==> config.mk <==
export PLATFORM = sky130hd
export DESIGN_NAME = gated_timer_bank_target_overflow
export DESIGN_NICKNAME = d
export VERILOG_FILES = /design/src/hdl/gtb_pkg.sv /design/src/hdl/gtb_chan.sv /design/src/hdl/gated_timer_bank_target_overflow.sv
export SDC_FILE = /design/constraint.sdc
export NUM_CORES = 2
export LEC_CHECK = 0
export BUFFER_PORTS_ARGS = -buffer_cell sky130_fd_sc_hd__buf_2
export CAP_MARGIN = 20
export CORE_MARGIN = 5
export CORE_UTILIZATION = 45
export CTS_CLUSTER_DIAMETER = 30
export DETAILED_ROUTE_END_ITERATION = 10
export PLACE_DENSITY = 0.74
export SKIP_LAST_GASP = 1
export SLEW_MARGIN = 20
export SYNTH_ARGS = -nofsm -noshare
export SYNTH_HDL_FRONTEND = slang
export SYNTH_SLANG_ARGS = --single-unit
==> constraint.sdc <==
create_clock -name clk -period 8.7 [get_ports clk]
set_input_delay 0 -clock clk [delete_from_list [all_inputs] [get_ports clk]]
set_output_delay 0 -clock clk [all_outputs]
set_load 0.03 [all_outputs]
==> src/hdl/gtb_pkg.sv <==
// Package for the gated timer bank: item types, event codes and mode bit positions.
// Used by gtb_chan and by the top level gated_timer_bank_target_overflow.
package gtb_pkg;

	typedef enum logic [3:0] {
		K_TICK    = 4'd0,
		K_HB_ON   = 4'd1,
		K_HB_OFF  = 4'd2,
		K_VB_ON   = 4'd3,
		K_VB_OFF  = 4'd4,
		K_WR_CNT  = 4'd5,
		K_WR_MODE = 4'd6,
		K_WR_TGT  = 4'd7,
		K_RD_CNT  = 4'd8
	} kind_t;

	typedef struct packed {
		logic [3:0]  kind;
		logic [2:0]  channel;
		logic [31:0] write_value;
	} item_t;

	typedef struct packed {
		logic [31:0] read_data;
		logic [5:0]  irq_pulses;
	} result_t;

	// Per-channel state record.
	typedef struct packed {
		logic [31:0] cnt;
		logic        fut;
		logic [31:0] tgt;
		logic [16:0] mode;
		logic [1:0]  lat;
		logic [7:0]  ph;
	} chan_t;

	localparam int NCH = 6;
	localparam logic [16:0] MODE_WR_MASK = 17'h063FF;
	localparam logic [16:0] MODE_FL_MASK = 17'h01C00;
	localparam logic [16:0] MODE_RESET   = 17'h00400;
	localparam int B_GATE = 0;
	localparam int B_ZRET = 3;
	localparam int B_TIRQ = 4;
	localparam int B_OIRQ = 5;
	localparam int B_REP  = 6;
	localparam int B_TOG  = 7;
	localparam int B_EXT  = 8;
	localparam int B_T2P  = 9;
	localparam int B_IEN  = 10;
	localparam int B_TFL  = 11;
	localparam int B_OFL  = 12;
	localparam int B_STOP = 16;

endpackage

==> src/hdl/gtb_chan.sv <==
// Shared channel update unit: applies one event to one channel record per cycle.
// Depends on gtb_pkg.
module gtb_chan import gtb_pkg::*; (
	input  logic [2:0]  ch,
	input  logic [3:0]  kind,
	input  logic [31:0] wval,
	input  logic        hb,
	input  logic        vb,
	input  chan_t       cur,
	output chan_t       nxt,
	output logic        pulse,
	output logic [31:0] rd
);

	function automatic logic [8:0] rate_f(input logic [2:0] c, input logic [16:0] m);
		logic [8:0] r;
		begin
			r = 9'd1;
			case (c)
				3'd0: r = m[B_EXT] ? 9'd3 : 9'd1;
				3'd1, 3'd3: r = m[B_EXT] ? 9'd0 : 9'd1;
				3'd2: r = m[B_T2P] ? 9'd8 : 9'd1;
				default: begin
					case (m[14:13])
						2'd1: r = 9'd8;
						2'd2: r = 9'd16;
						2'd3: r = 9'd256;
						default: r = 9'd1;
					endcase
				end
			endcase
			return r;
		end
	endfunction

	function automatic logic can_f(input logic [2:0] c, input logic [16:0] m,
			input logic h, input logic v);
		logic bl;
		logic [1:0] g;
		begin
			g = m[2:1];
			bl = (c == 3'd0) ? h : v;
			if (m[B_STOP]) return 1'b0;
			if (!m[B_GATE]) return 1'b1;
			if (c == 3'd2 || c == 3'd4 || c == 3'd5) return g[0];
			if ((g == 2'd0 && bl) || (g == 2'd2 && !bl)) return 1'b0;
			return 1'b1;
		end
	endfunction

	// Settle step, then the per-kind action, then increment with its tests.
	always_comb begin
		chan_t s;
		logic wide;
		logic [31:0] maxv;
		logic do_bump;
		logic [32:0] c1;
		logic upd, tog, ovf, tg;
		logic [8:0] r;
		logic [15:0] w16;
		logic [31:0] v;
		s = cur;
		pulse = 1'b0;
		rd = '0;
		do_bump = 1'b0;
		c1 = '0;
		upd = 1'b0;
		tog = 1'b0;
		ovf = 1'b0;
		tg = 1'b0;
		wide = (ch >= 3'd3);
		maxv = wide ? 32'hFFFF_FFFF : 32'h0000_FFFF;
		w16 = wval[15:0];
		v = wide ? wval : {16'd0, w16};
		r = rate_f(ch, s.mode);
		// Settle, used by most events before they act.
		unique case (kind)
			K_TICK, K_WR_CNT, K_WR_TGT, K_RD_CNT: begin
				if (kind == K_WR_TGT) begin
					s.tgt = v;
					s.fut = 1'b0;
				end
				if (s.lat[0] && !s.lat[1]) s.mode[B_IEN] = 1'b1;
				if (!(can_f(ch, s.mode, hb, vb) && r != 9'd0)) begin
					if (s.mode[B_GATE] && s.mode[2:1] == 2'd2) s.cnt = '0;
					s.ph = '0;
				end
				if (kind == K_TICK) begin
					if (r != 9'd0 && can_f(ch, s.mode, hb, vb)) begin
						if ({1'b0, s.ph} + 9'd1 >= r) begin
							s.ph = '0;
							do_bump = 1'b1;
						end else begin
							s.ph = s.ph + 8'd1;
						end
					end
				end else if (kind == K_WR_CNT) begin
					s.cnt = v;
					s.tgt = s.tgt & maxv;
					s.fut = 1'b0;
					if (s.cnt > s.tgt) s.fut = 1'b1;
				end else if (kind == K_WR_TGT) begin
					if (s.tgt <= s.cnt) s.fut = 1'b1;
				end else begin
					rd = s.cnt & maxv;
				end
			end
			K_HB_ON, K_VB_ON: begin
				if ((ch == 3'd1 || ch == 3'd3) && kind == K_HB_ON) begin
					do_bump = (r == 9'd0) && can_f(ch, s.mode, hb, vb);
				end else if (s.mode[B_GATE] && (s.mode[2:1] == 2'd0 || s.mode[2:1] == 2'd2)) begin
					if (s.lat[0] && !s.lat[1]) s.mode[B_IEN] = 1'b1;
					if (!(can_f(ch, s.mode, hb, vb) && r != 9'd0)) begin
						if (s.mode[2:1] == 2'd2) s.cnt = '0;
						s.ph = '0;
					end
					if (s.mode[2:1] == 2'd0) begin
						if (!wide) s.cnt = s.cnt & 32'h0000_FFFF;
						s.ph = '0;
					end else begin
						s.mode[B_STOP] = 1'b0;
						s.cnt = '0;
						s.fut = 1'b0;
					end
				end
			end
			K_HB_OFF, K_VB_OFF: begin
				if (s.mode[B_GATE]) begin
					case (s.mode[2:1])
						2'd0: s.ph = '0;
						2'd3: begin
							if (s.mode[B_STOP]) begin
								s.ph = '0;
								s.mode[B_STOP] = 1'b0;
							end
						end
						default: begin
							if (s.lat[0] && !s.lat[1]) s.mode[B_IEN] = 1'b1;
							if (!(can_f(ch, s.mode, hb, vb) && r != 9'd0)) s.ph = '0;
							s.cnt = '0;
							s.fut = 1'b0;
						end
					endcase
				end
			end
			K_WR_MODE: begin
				s.mode = (wval[16:0] & MODE_WR_MASK) | (cur.mode & MODE_FL_MASK);
				if (!((cur.mode[B_TFL] || cur.mode[B_OFL]) &&
						(cur.mode[B_TIRQ] || cur.mode[B_OIRQ]))) begin
					s.mode[B_TFL] = 1'b0;
					s.mode[B_OFL] = 1'b0;
					s.mode[B_IEN] = 1'b1;
					s.lat = {s.mode[B_TOG], s.mode[B_REP]};
				end
				if ((ch == 3'd0 || ch == 3'd1 || ch == 3'd3) && s.mode[B_GATE] &&
						s.mode[2]) s.mode[B_STOP] = 1'b1;
				s.cnt = '0;
				s.ph = '0;
				s.tgt = s.tgt & maxv;
				s.fut = 1'b0;
			end
			default: ;
		endcase
		// Increment with overflow test, then target test.
		if (do_bump) begin
			c1 = {1'b0, s.cnt} + 33'd1;
			ovf = wide ? c1[32] : c1[16];
			if (ovf) begin
				if (s.mode[B_OIRQ]) begin
					upd = s.lat[0];
					tog = s.lat[1];
					if (s.mode[B_IEN]) begin
						if (upd || !s.mode[B_OFL]) pulse = 1'b1;
						upd = upd || tog;
					end
					if (upd) s.mode[B_IEN] = tog ? ~s.mode[B_IEN] : 1'b0;
				end
				s.mode[B_OFL] = 1'b1;
				s.cnt = '0;
				s.tgt = s.tgt & maxv;
				s.fut = 1'b0;
			end else begin
				s.cnt = c1[31:0];
			end
			tg = !s.fut && (s.cnt >= s.tgt);
			if (tg) begin
				if (s.mode[B_TIRQ]) begin
					upd = s.lat[0];
					tog = s.lat[1];
					if (s.mode[B_IEN]) begin
						if (upd || !s.mode[B_TFL]) pulse = 1'b1;
						upd = upd || tog;
					end
					if (upd) s.mode[B_IEN] = tog ? ~s.mode[B_IEN] : 1'b0;
				end
				s.mode[B_TFL] = 1'b1;
				if (s.mode[B_ZRET]) s.cnt = s.cnt - s.tgt;
				else s.fut = 1'b1;
			end
		end
		nxt = s;
	end

endmodule

==> src/hdl/gated_timer_bank_target_overflow.sv <==
// Top level of the six-channel gated timer bank with its sequencer and state.
// Depends on gtb_pkg and gtb_chan.
// A tick item sweeps all six channels through one shared update unit, one
// channel per cycle, and then gives its result beat. A blank edge or register
// access touches one to three channels (hblank start visits channels 1, 3
// and 0); an unknown kind or a register access to channel 6 or 7 goes
// straight to its result beat.
// busy is high from the accepted start until the result beat, marked by done,
// has been shown for its single cycle; results cannot be held off.
module gated_timer_bank_target_overflow import gtb_pkg::*; (
	input  logic    clk,
	input  logic    arst_n,
	input  logic    start,
	input  item_t   item,
	output logic    busy,
	output logic    done,
	output result_t result
);

	typedef enum logic [1:0] {S_IDLE, S_RUN, S_OUT} state_t;

	state_t      state_q;
	item_t       item_q;
	logic [2:0]  ch_q;
	logic [2:0]  last_q;
	chan_t       regs_q [NCH];
	logic        hb_q, vb_q;
	logic [31:0] rd_q;
	logic [5:0]  irq_q;
	chan_t       nxt;
	logic        pulse;
	logic [31:0] rd;
	logic        hb_n, vb_n;

	gtb_chan u_chan (
		.ch(ch_q), .kind(item_q.kind), .wval(item_q.write_value),
		.hb(hb_q), .vb(vb_q), .cur(regs_q[ch_q]), .nxt(nxt), .pulse(pulse), .rd(rd)
	);

	// Blank flags change after the last channel of a blank item.
	always_comb begin
		hb_n = hb_q;
		vb_n = vb_q;
		case (item_q.kind)
			K_HB_ON:  hb_n = 1'b1;
			K_HB_OFF: hb_n = 1'b0;
			K_VB_ON:  vb_n = 1'b1;
			K_VB_OFF: vb_n = 1'b0;
			default: ;
		endcase
	end

	assign busy = (state_q != S_IDLE);
	assign done = (state_q == S_OUT);
	assign result.read_data = rd_q;
	assign result.irq_pulses = irq_q;

	// Sequencer: picks the channel list for the item and walks it.
	always_ff @(posedge clk or negedge arst_n) begin
		if (!arst_n) begin
			state_q <= S_IDLE;
			item_q <= '0;
			rd_q <= '0;
			irq_q <= '0;
			hb_q <= 1'b0;
			vb_q <= 1'b0;
			ch_q <= '0;
			last_q <= '0;
			for (int i = 0; i < NCH; i++) begin
				regs_q[i] <= '{cnt: 32'd0, fut: 1'b1, tgt: 32'd0, mode: MODE_RESET,
					lat: 2'd0, ph: 8'd0};
			end
		end else begin
			unique case (state_q)
				S_IDLE: begin
					if (start) begin
						item_q <= item;
						rd_q <= '0;
						irq_q <= '0;
						state_q <= S_RUN;
						case (item.kind)
							K_TICK: begin ch_q <= 3'd0; last_q <= 3'd5; end
							K_HB_ON: begin ch_q <= 3'd1; last_q <= 3'd0; end
							K_HB_OFF: begin ch_q <= 3'd0; last_q <= 3'd0; end
							K_VB_ON, K_VB_OFF: begin ch_q <= 3'd1; last_q <= 3'd3; end
							K_WR_CNT, K_WR_MODE, K_WR_TGT, K_RD_CNT: begin
								ch_q <= item.channel;
								last_q <= item.channel;
								if (item.channel > 3'd5) state_q <= S_OUT;
							end
							default: state_q <= S_OUT;
						endcase
					end
				end
				S_RUN: begin
					regs_q[ch_q] <= nxt;
					irq_q[ch_q] <= irq_q[ch_q] | pulse;
					if (item_q.kind == K_RD_CNT) rd_q <= rd;
					if (ch_q == last_q) begin
						hb_q <= hb_n;
						vb_q <= vb_n;
						state_q <= S_OUT;
					end else if (item_q.kind == K_HB_ON) begin
						ch_q <= (ch_q == 3'd1) ? 3'd3 : 3'd0;
					end else if (item_q.kind == K_VB_ON || item_q.kind == K_VB_OFF) begin
						ch_q <= 3'd3;
					end else begin
						ch_q <= ch_q + 3'd1;
					end
				end
				S_OUT: state_q <= S_IDLE;
				default: state_q <= S_IDLE;
			endcase
		end
	end

endmodule

==> flow_summary.ini <==
[status]
status = finished clean

[synthesis]
synth_edf_count = 0
synth-async-reset-ratio_pct = 100
synth_top_area_share_pct = 45.0
syn_inst = 3770
synth_fa_ha_area_share_pct = 4.21
synth-compound-area-share_pct = 23.3
yosysUniqueCellTypes = 109
synthSimpleGateAreaFrac_pct = 17.1
yosys_warnings = 0
synth-main-ff-cell = dfrtp_1
synth_top_family_by_area = compound AO/OA/AOI/OAI gates
yosysSeqAreaShare_pct = 45.9
synth_xor_area_share_pct = 1.51
synthMuxAreaShare_pct = 4.02
synth_area_mm2 = 0.0337
synthTopCellsByArea = dfrtp_1 45%, nand2_1 9.3%, o21ai_0 6.9%, a22oi_1 4.3%, ha_1 4.1%
synth_area_per_cell_um2 = 8.95
synth_nets = 3924
synth_top_area_cell = dfrtp_1
ys_ff_latch = 618

[hold_path]
hold_depth = 4
hold_path_class = primary input to flop

[floorplanning]
dieArea_mm2 = 0.0805
core_region_area_mm2 = 0.0744
ios = 82
chipHeight_um = 284
die_w_um = 284
rows = 100
start_util_pct = 45.3

[sta]
finalMaxSlewViolations = 0
rsz0062_at_grt = yes
finalClockSkew_ns = 0.0493
tightest_slew_ns = 1.14
hold_viol_final = 0
slew_headroom_pct = 23.5
fmax_ghz = 0.121
fin_crit_ns = 8.27
layout_setup_ws_ns = 0.431
finalCritPeriodShare_pct = 95.1
setup_viol = 0

[clocking]
worstSkewPairLatency_ns = 0.71
cts_tree = yes
cts-buffers-inserted = 112
h-tree-depth = 3
path_clk_slew_ns = 0.05
clockRootBuffer = clkbuf_16
clockBufferDepth = 3
clkSinkCount = 618

[critical_path]
reg2reg_depth = 35
worst_setup_path_start_kind = flop
crit_path_end_kind = flop
cp_max_fo = 28
critPathKind = flop to flop
max_stage_delay_ns = 0.64
required_ns = 9.28
critPathArrivalTime_ns = 8.85
slowest_stage = or4b_2

[power_and_ir_drop]
power.density_mw_per_mm2 = 443
power_leakage_uw = 0.0178
p_total_uw = 17800
ir_drop_v = 0.000263

[placement]
io_buffers = 81
dp.cells = 4684
place_area_mm2 = 0.0354
pre_cts_ws_ns = 0.261
hpwl_um = 75400
gp_congestion = 1.06

[routing]
ant_nets = 0
first_pass_iters = 6
drc = 0
num_vias = 30100
routedWlPerCell_um = 22.6
vias_per_cell = 6.08
wirelength_um = 112000
first_iter_violations = 3485

[global_route]
first_global_vias = 28500
grt_max_degree = 195
antenna_found_initial = 3
grt-ovfl-total = 0
grt_pass1_wl_um = 172000
grt_usage_pct = 26.8

[final_layout]
final_cells = 4947
layout_commonest_cell = nand2_1
final_core_util_pct = 53.8
layout-drive-gt1-share_pct = 15.2
layout_common_cells = 825 x nand2_1, 603 x dfrtp_1, 461 x o21ai_0
layout.nets = 4036
syn_to_final_growth_pct = 18.7
final_cell_area_mm2 = 0.0401

[flow_run]
drv_cap = 0
==> kinds of logic (layout without fill, tap and decap cells) <==
group,count (synthesis),in the layout
AOI/OAI and AO/OA,1247,1247
xor gates and xnor gates,58,58
adders and majority gates,113,113
buffers and inverters,313,519
DFF,618,618
muxes,110,110
other,0,2
and+or+nand+nor,1311,1311
==> registers in the layout, indices dropped and copies added (netlist names) <==
| name | flops |
|---|---|
| hb_q | 1 |
| vb_q | 1 |
| regs_q | 534 |
| ch_q | 3 |
| rd_q | 32 |
| state_q | 2 |
| item_q | 36 |
| irq_q | 6 |
| last_q | 3 |
==> critical path, delay by kind of cell, from the launching register on <==
family	cells	cell delay, ns
DFF	1	0.57
muxes	2	0.47
and+or+nand+nor	11	2.68
buffers and inverters	3	0.48
adders and majority gates	3	0.91
AOI/OAI and AO/OA	16	3.04
==> metal layers <==
metal  share of wire [%]  vias to the layer above  track usage [%]
met5               0.021                        -                0
met4                 3.7                        4             9.63
met3                  10                      277             6.45
met2                  44                     1490             41.0
met1                  42                    14600             37.3
li1                    -                    13800                -
==> timing repair <==
| action | in CTS | in global routing |
|---|---|---|
| hold buffers | 47 | 0 |
| setup endpoints to repair | 0 | 197 |
| hold endpoints to repair | 146 | 0 |
| gates resized for setup | 0 | 30 |
| setup buffers | 0 | 4 |
==> layout make-up <==
| cell class | instances | area (um^2) |
|---|---|---|
| fillers | 6562 | 34400 |
| clock buffers | 134 | 3020 |
| inverters | 60 | 225 |
| clock inverters | 74 | 878 |
| diodes | 2 | 5.00 |
| multi-input cells | 2839 | 17300 |
| flip-flops and latches | 618 | 15500 |
| repair buffers | 251 | 1910 |
| well taps | 969 | 1210 |
==> per-stage QoR <==
step | setup TNS (ns) | hold WS, ns
floorplan | 0 | -0.296
global placement | 0 | 0.120
detailed placement | 0 | 0.124
CTS | 0 | 0.00649
global route | -0.00650 | 0.0448
finish | 0 | 0.0332
==> final timing paths <==
kind	startpoint	to	slack (ns)
worst max-delay path	ch_q[0]	regs_q[91]	0.43
worst min-delay path	item[10]	item_q[10]	0.03
worst max register to register	ch_q[0]	regs_q[91]	0.43
worst min register to register	regs_q[296]	regs_q[296]	0.47
max in group asynchronous	arst_n	regs_q[531]	6.73
min in group asynchronous	arst_n	regs_q[325]	0.46
==> cell usage after synthesis, types with 43 or more instances <==
library cell / n
nand3_1: 75
a22oi_1: 195
mux2_2: 43
a21oi_1: 92
nand2_1: 833
clkbuf_1: 177
dfrtp_1: 606
o21ai_0: 462
inv_1: 59
nor2_1: 137
o21ai_1: 200
ha_1: 111
nor3_1: 50
==> power by group <==
group | switching [uW] | leakage [uW] | internal [uW]
combinational | 6070 | 0.00750 | 3160
sequential | 547 | 0.00842 | 3580
clock | 1600 | 0.00187 | 2810
Power figures use the tool's default switching activity.
